$ cat src/design/assert_macros.svh
// ----------------------------------------------------------------------------
// Assertion macros
// Shared wrappers for the concurrent checks used in the design folder.
// ----------------------------------------------------------------------------
`ifndef ASSERT_MACROS_SVH
`define ASSERT_MACROS_SVH

// Checked on every rising edge outside of reset.
`define ASSERT_CLKRST(label, clk, rst, prop) \
   label: assert property (@(posedge clk) disable iff (rst) prop) \
      else $error("assertion failed");

// Checked on every rising edge, reset included.
`define ASSERT_CLK(label, clk, prop) \
   label: assert property (@(posedge clk) prop) \
      else $error("assertion failed");

`endif

$ cat src/design/rwcp_pkg.sv
// ----------------------------------------------------------------------------
// rwcp_pkg
// Types and constants of the RIFF/WAVE chunk parser.
// ----------------------------------------------------------------------------
package rwcp_pkg;

   localparam logic [31:0] ID_RIFF = 32'h5249_4646;
   localparam logic [31:0] ID_WAVE = 32'h5741_5645;
   localparam logic [31:0] ID_FMT  = 32'h666D_7420;
   localparam logic [31:0] ID_DATA = 32'h6461_7461;

   localparam logic [32:0] HEADER_BYTES  = 33'd12;
   localparam logic [31:0] FMT_MIN_BYTES = 32'd16;

   typedef enum logic [2:0] {
      PH_HEADER,
      PH_ID,
      PH_SIZE,
      PH_SKIP,
      PH_STOP
   } phase_type;

   typedef struct packed {
      logic [7:0] byte_in;
      logic       last_byte;
   } req_payload_type;

   typedef struct packed {
      logic        wav_ok;
      logic [31:0] fmt_offset;
      logic [31:0] fmt_length;
      logic [31:0] data_offset;
      logic [31:0] data_length;
   } rsp_payload_type;

endpackage

$ cat src/design/riff_wave_chunk_parser_core.sv
// ----------------------------------------------------------------------------
// riff_wave_chunk_parser_core
// Walks the header and chunks of a WAV file streamed one byte per beat and
// reports where the fmt and data payloads sit.
//
//   Channel  Direction  Handshake        Carries
//   req      in         valid / ready    one file byte and its last flag
//   rsp      out        valid / ready    verdict, offsets and lengths
//   csr      in         write enable     file length in bytes
//
// A single register stage holds the parse state and the result register
// sits behind it, so a byte is accepted each cycle unless the input stalls.
// A result is ready the cycle after the beat that carries the last flag.
// The input stalls only while a result waits and rsp_ready is low.
// Reset is synchronous; the parse state clears again after each result.
// ----------------------------------------------------------------------------
`include "assert_macros.svh"

module riff_wave_chunk_parser_core
   import rwcp_pkg::*;
(
   input  logic            clock,
   input  logic            reset,
   input  logic            req_valid,
   output logic            req_ready,
   input  req_payload_type req_payload,
   output logic            rsp_valid,
   input  logic            rsp_ready,
   output rsp_payload_type rsp_payload,
   input  logic            csr_wr_en,
   input  logic [31:0]     csr_wr_data
);

   logic [31:0]     total_bytes_ff;
   logic [32:0]     position_ff,   position_in;
   phase_type       phase_ff,      phase_in;
   logic            header_bad_ff, header_bad_in;
   logic [31:0]     id_shift_ff,   id_shift_in;
   logic [31:0]     size_shift_ff, size_shift_in;
   logic [1:0]      count_ff,      count_in;
   logic [32:0]     left_ff,       left_in;
   logic            fmt_seen_ff,   fmt_seen_in;
   logic [31:0]     fmt_start_ff,  fmt_start_in;
   logic [31:0]     fmt_len_ff,    fmt_len_in;
   logic            data_seen_ff,  data_seen_in;
   logic [31:0]     data_start_ff, data_start_in;
   logic [31:0]     data_len_ff,   data_len_in;
   logic            rsp_valid_ff;
   rsp_payload_type rsp_payload_ff, rsp_payload_in;

   logic        accept;
   logic        in_range;
   logic [32:0] chunk_start;
   logic [33:0] chunk_end;
   logic [32:0] skip_len;
   logic        head_ok;

   assign req_ready   = !rsp_valid_ff || rsp_ready;
   assign accept      = req_valid && req_ready;
   assign rsp_valid   = rsp_valid_ff;
   assign rsp_payload = rsp_payload_ff;

   assign in_range    = position_ff < {1'b0, total_bytes_ff};
   assign chunk_start = position_ff + 33'd1;
   assign chunk_end   = {1'b0, chunk_start} + {2'b00, size_shift_in};
   assign skip_len    = {1'b0, size_shift_in} + {32'd0, size_shift_in[0]};

   // Next parse state for the current byte.
   always_comb begin
      position_in   = (position_ff == '1) ? position_ff : position_ff + 33'd1;
      phase_in      = phase_ff;
      header_bad_in = header_bad_ff;
      id_shift_in   = id_shift_ff;
      size_shift_in = size_shift_ff;
      count_in      = count_ff;
      left_in       = left_ff;
      fmt_seen_in   = fmt_seen_ff;
      fmt_start_in  = fmt_start_ff;
      fmt_len_in    = fmt_len_ff;
      data_seen_in  = data_seen_ff;
      data_start_in = data_start_ff;
      data_len_in   = data_len_ff;
      if (in_range) begin
         unique case (phase_ff)
            PH_HEADER: begin
               if (position_ff < 33'd4 ||
                   (position_ff >= 33'd8 && position_ff < HEADER_BYTES)) begin
                  id_shift_in = {id_shift_ff[23:0], req_payload.byte_in};
               end
               if (position_ff == 33'd3 && id_shift_in != ID_RIFF) begin
                  header_bad_in = 1'b1;
               end
               if (position_ff == HEADER_BYTES - 33'd1) begin
                  if (id_shift_in != ID_WAVE) begin
                     header_bad_in = 1'b1;
                  end
                  phase_in    = header_bad_in ? PH_STOP : PH_ID;
                  count_in    = 2'd0;
                  id_shift_in = '0;
               end
            end
            PH_ID: begin
               id_shift_in = {id_shift_ff[23:0], req_payload.byte_in};
               count_in    = count_ff + 2'd1;
               if (count_ff == 2'd3) begin
                  phase_in = PH_SIZE;
               end
            end
            PH_SIZE: begin
               size_shift_in = {req_payload.byte_in, size_shift_ff[31:8]};
               count_in      = count_ff + 2'd1;
               if (count_ff == 2'd3) begin
                  if (chunk_end > {2'b00, total_bytes_ff}) begin
                     phase_in = PH_STOP;
                  end else begin
                     if (id_shift_ff == ID_FMT) begin
                        fmt_seen_in  = 1'b1;
                        fmt_start_in = chunk_start[31:0];
                        fmt_len_in   = size_shift_in;
                     end else if (id_shift_ff == ID_DATA) begin
                        data_seen_in  = 1'b1;
                        data_start_in = chunk_start[31:0];
                        data_len_in   = size_shift_in;
                     end
                     left_in  = skip_len;
                     phase_in = (skip_len == '0) ? PH_ID : PH_SKIP;
                  end
               end
            end
            PH_SKIP: begin
               if (left_ff != '0) begin
                  left_in = left_ff - 33'd1;
               end
               if (left_in == '0) begin
                  phase_in = PH_ID;
               end
            end
            default: begin
            end
         endcase
      end
   end

   // Result for a beat that carries the last flag.
   always_comb begin
      head_ok        = phase_in != PH_HEADER && !header_bad_in;
      rsp_payload_in = '0;
      if (head_ok) begin
         rsp_payload_in.wav_ok      = fmt_seen_in && data_seen_in &&
                                      data_len_in != '0 &&
                                      fmt_len_in >= FMT_MIN_BYTES;
         rsp_payload_in.fmt_offset  = fmt_seen_in  ? fmt_start_in  : '0;
         rsp_payload_in.fmt_length  = fmt_seen_in  ? fmt_len_in    : '0;
         rsp_payload_in.data_offset = data_seen_in ? data_start_in : '0;
         rsp_payload_in.data_length = data_seen_in ? data_len_in   : '0;
      end
   end

   always_ff @(posedge clock) begin
      if (reset) begin
         total_bytes_ff <= '0;
      end else if (csr_wr_en) begin
         total_bytes_ff <= csr_wr_data;
      end
   end

   always_ff @(posedge clock) begin
      if (reset || (accept && req_payload.last_byte)) begin
         position_ff   <= '0;
         phase_ff      <= PH_HEADER;
         header_bad_ff <= 1'b0;
         id_shift_ff   <= '0;
         size_shift_ff <= '0;
         count_ff      <= '0;
         left_ff       <= '0;
         fmt_seen_ff   <= 1'b0;
         fmt_start_ff  <= '0;
         fmt_len_ff    <= '0;
         data_seen_ff  <= 1'b0;
         data_start_ff <= '0;
         data_len_ff   <= '0;
      end else if (accept) begin
         position_ff   <= position_in;
         phase_ff      <= phase_in;
         header_bad_ff <= header_bad_in;
         id_shift_ff   <= id_shift_in;
         size_shift_ff <= size_shift_in;
         count_ff      <= count_in;
         left_ff       <= left_in;
         fmt_seen_ff   <= fmt_seen_in;
         fmt_start_ff  <= fmt_start_in;
         fmt_len_ff    <= fmt_len_in;
         data_seen_ff  <= data_seen_in;
         data_start_ff <= data_start_in;
         data_len_ff   <= data_len_in;
      end
   end

   always_ff @(posedge clock) begin
      if (reset) begin
         rsp_valid_ff <= 1'b0;
      end else if (accept && req_payload.last_byte) begin
         rsp_valid_ff <= 1'b1;
      end else if (rsp_ready) begin
         rsp_valid_ff <= 1'b0;
      end
   end

   always_ff @(posedge clock) begin
      if (accept && req_payload.last_byte) begin
         rsp_payload_ff <= rsp_payload_in;
      end
   end

   `ASSERT_CLKRST(a_last_gives_result, clock, reset,
      accept && req_payload.last_byte |=> rsp_valid)
   `ASSERT_CLK(a_no_overwrite, clock,
      rsp_valid_ff && !rsp_ready |-> !req_ready)
   `ASSERT_CLKRST(a_ok_consistent, clock, reset,
      rsp_valid && rsp_payload.wav_ok |->
         (rsp_payload.fmt_length >= FMT_MIN_BYTES && rsp_payload.data_length != '0))
   `ASSERT_CLKRST(a_header_done, clock, reset,
      phase_ff != PH_HEADER |-> position_ff >= HEADER_BYTES)

endmodule

$ cat config.mk
export PLATFORM = sky130hd
export DESIGN_NAME = riff_wave_chunk_parser_core
export DESIGN_NICKNAME = d
export VERILOG_FILES = /design/src/design/rwcp_pkg.sv /design/src/design/riff_wave_chunk_parser_core.sv
export VERILOG_INCLUDE_DIRS = /design/src /design/src/design
export SDC_FILE = /design/constraint.sdc
export NUM_CORES = 1
export LEC_CHECK = 0
export BUFFER_PORTS_ARGS = -buffer_cell sky130_fd_sc_hd__buf_2
export CORE_MARGIN = 1.5
export CORE_UTILIZATION = 55
export DETAILED_ROUTE_END_ITERATION = 10
export PLACE_DENSITY = 0.78
export SETUP_SLACK_MARGIN = 0.5
export SLEW_MARGIN = 20
export SYNTH_ARGS = -nofsm -noshare
export SYNTH_HDL_FRONTEND = slang
export SYNTH_SLANG_ARGS = --single-unit
$ cat constraint.sdc
create_clock -name clock -period 11.32 [get_ports clock]
set_clock_uncertainty 0.2 [all_clocks]
set_input_delay 2.83 -clock clock [delete_from_list [all_inputs] [get_ports clock]]
set_output_delay 2.83 -clock clock [all_outputs]
set_load 0.01 [all_outputs]
==> flow_summary.yaml <==
pwr:
  p_leak_nw: 9.83
  power_density_mw_per_mm2: 132
  ir_worst_vdd_mv: 0.124
  post-layout-total-power_mw: 3.54
synth:
  synth_edf_count: 129
  yosys.area.top_type: "dfxtp_1"
  synthFlopType: "dfxtp_1"
  synth.area.top_cells: "dfxtp_1 (24%), edfxtp_1 (16%), a21oi_1 (7.5%)"
  syn_area_sq_mm: 0.0245
  synth_cell_types: 86
  ys_seq_elements: 428
  yosysTopAreaCellShare: 0.245
  syn_inst: 2991
  postSynthAreaPerCell_sq_um: 8.18
  ys_warn_count: 0
  seq_area_frac_synth: 0.403
  syn_nets: 3137
  async_flop_share: 0
timing:
  setup_tns_ns: 0
  whs_ns: 0.258
  max_freq_mhz: 98.8
  finalSetupViolations: 0
  slew_violations: 0
  finalHoldViolations: 0
  rsz0062_at_grt: "false"
  tightest_slew_ns: 1.12
  maxSlewHeadroom: 0.248
  finalCritPeriodShare: 0.894
  period_minus_slack_ns: 10.13
setup_path:
  crit_family: "compound AO/OA/AOI/OAI gates"
  path_common_cell: "a21oi_1"
  crit_fanout: 70
  cp.required_ns: 11.54
  cp-end-kind: "register"
  cp.arrival_ns: 10.35
  cp-start-kind: "register"
  cp.buffers_inverters: 4
  crit_path_max_incr_delay_ns: 0.73
  r2r_setup_slack_ns: 1.20
  crit_slowest_cell: "o211a_4"
  critPathKind: "reg2reg"
final_layout:
  fin_util: 0.610
  area_growth_syn_to_layout_pct: 9.81
  layout_common_cells: "a21oi_1 (368), nand2_1 (331), nor2_1 (311), dfxtp_1 (297), nand3_1 (254)"
  layout.nets: 3156
  final_area_sq_mm: 0.0269
  layout_commonest_cell: "a21oi_1"
  drive_above_1_share: 0.107
clocking:
  cts_root_buf: "clkbuf_16"
  numClockSinks: 428
  cts_buffers: 46
  cts_tree: "built"
  post-cts-setup-buffers: 0
  cts.repair.resized: 0
  h-tree-depth: 2
  clk-insertion-delay-late_ns: 0.60
  clkTransAtPathRegs_ns: 0.06
  hold_buffers: 0
  cts_buffer_depth: 3
routing:
  drtIter0Drc: 2849
  wl_per_cell_microns: 21.6
  viasPerCell: 6.43
  dr.pass1.iters: 7
  totalWireLength_mm: 78.8
  vias: 23400
  drc_errors: 0
  ant_nets: 0
die:
  die_height_microns: 214
  die_area_sq_mm: 0.0457
  start_util: 0.555
  core-area_sq_mm: 0.0440
  io-pin-count: 177
  rows: 77
  die_w_microns: 214
grt:
  grt_overflow_total: 0
  grt.total_usage: 0.338
  grt_pass1_vias: 21600
  antenna_found_initial: 1
  grt_pass1_wl_mm: 121
  grt_max_degree: 142
job:
  drv_cap: 0
worst_hold_path:
  min_path_type: "reg2reg"
placed_design:
  place_area_sq_mm: 0.0253
  dp_hpwl_mm: 54.0
  port_buffers: 176
  gp_congestion: 0.992
status:
  status: "complete, no violations"
## cell type report
type	instances	area, sq um
Fill cell	3833	17200
Clock buffer	61	1260
Clock inverter	24	245
Multi-Input combinational cell	2245	13300
Inverter	80	303
Antenna cell	1	2.50
Tap cell	592	741
Sequential cell	428	9860
Timing Repair Buffer	209	1170
## cell usage after synthesis, drive strengths merged, types with 11 or more instances
| library cell | n |
|---|---|
| nand4 | 41 |
| edfxtp | 129 |
| nor2 | 312 |
| and2 | 20 |
| buf | 69 |
| a21o | 35 |
| nand3 | 254 |
| or3 | 21 |
| clkbuf | 169 |
| inv | 80 |
| nor4 | 54 |
| a31oi | 12 |
| ha | 99 |
| xnor2 | 70 |
| nor3 | 118 |
| dfxtp | 299 |
| or4 | 13 |
| a21oi | 368 |
| o31ai | 12 |
| o211ai | 11 |
| and3 | 27 |
| a22oi | 39 |
| mux2i | 60 |
| nand2b | 14 |
| nand2 | 332 |
| o21ai | 80 |
| a211oi | 41 |
| xor2 | 56 |
## worst reg2reg max path, delay by kind of cell (launching register included)
family          cells  cell delay [ns]
fa+ha+maj           3             0.88
buf+inv             4             1.07
simple gates        5             1.48
compound gates     18             5.08
flops               1             0.43
mux                 1             0.69
xor+xnor            1             0.14
## path summary, 6_finish.rpt
kind,startpoint,endpoint,cells past startpoint
worst max-delay path,position_ff[19],rsp_payload[5],32
worst min-delay path,fmt_len_ff[2],fmt_len_ff[2],2
worst max register to register,position_ff[19],rsp_payload[5],32
worst min register to register,fmt_len_ff[2],fmt_len_ff[2],2
## cell families (layout without fill, tap and decap cells)
family	after synthesis	in the layout	share of synthesized area
compound gates	684	684	0.169
xor+xnor	126	126	0.0451
fa+ha+maj	100	100	0.0515
buf+inv	318	374	0.0576
flops	428	428	0.403
mux	65	65	0.0273
other cells	0	1	0
simple gates	1270	1270	0.246
## routing by layer
layer,up-vias,global-route usage,share of wire
li1,10800,-,-
met1,11100,0.451,0.40
met2,1290,0.524,0.45
met3,245,0.0521,0.093
met4,0,0.192,0.058
met5,-,0,0
## state kept, by name (all words and copies together) (netlist names)
register and flops:
total_bytes_ff 32, fmt_seen_ff 1, fmt_len_ff 32, size_shift_ff 32, id_shift_ff 32, data_start_ff 32, data_seen_ff 1, data_len_ff 32
header_bad_ff 1, left_ff 33, rsp_valid 1, phase_ff 3, fmt_start_ff 32, rsp_payload 129, position_ff 33, count_ff 2
## power by group
| group | switching, mW | internal [mW] |
|---|---|---|
| sequential | 0.0450 | 1.62 |
| combinational | 0.243 | 0.116 |
| clock | 0.643 | 0.875 |
## per-stage QoR
stage                     cells  setup slack, ns
after global placement     3554             1.65
after floorplan            2991             3.09
after global routing       3640            0.583
after CTS                  3639             1.45
final                      3640             1.20
after detailed placement   3554             1.54
(Power assumes the default switching activity.)
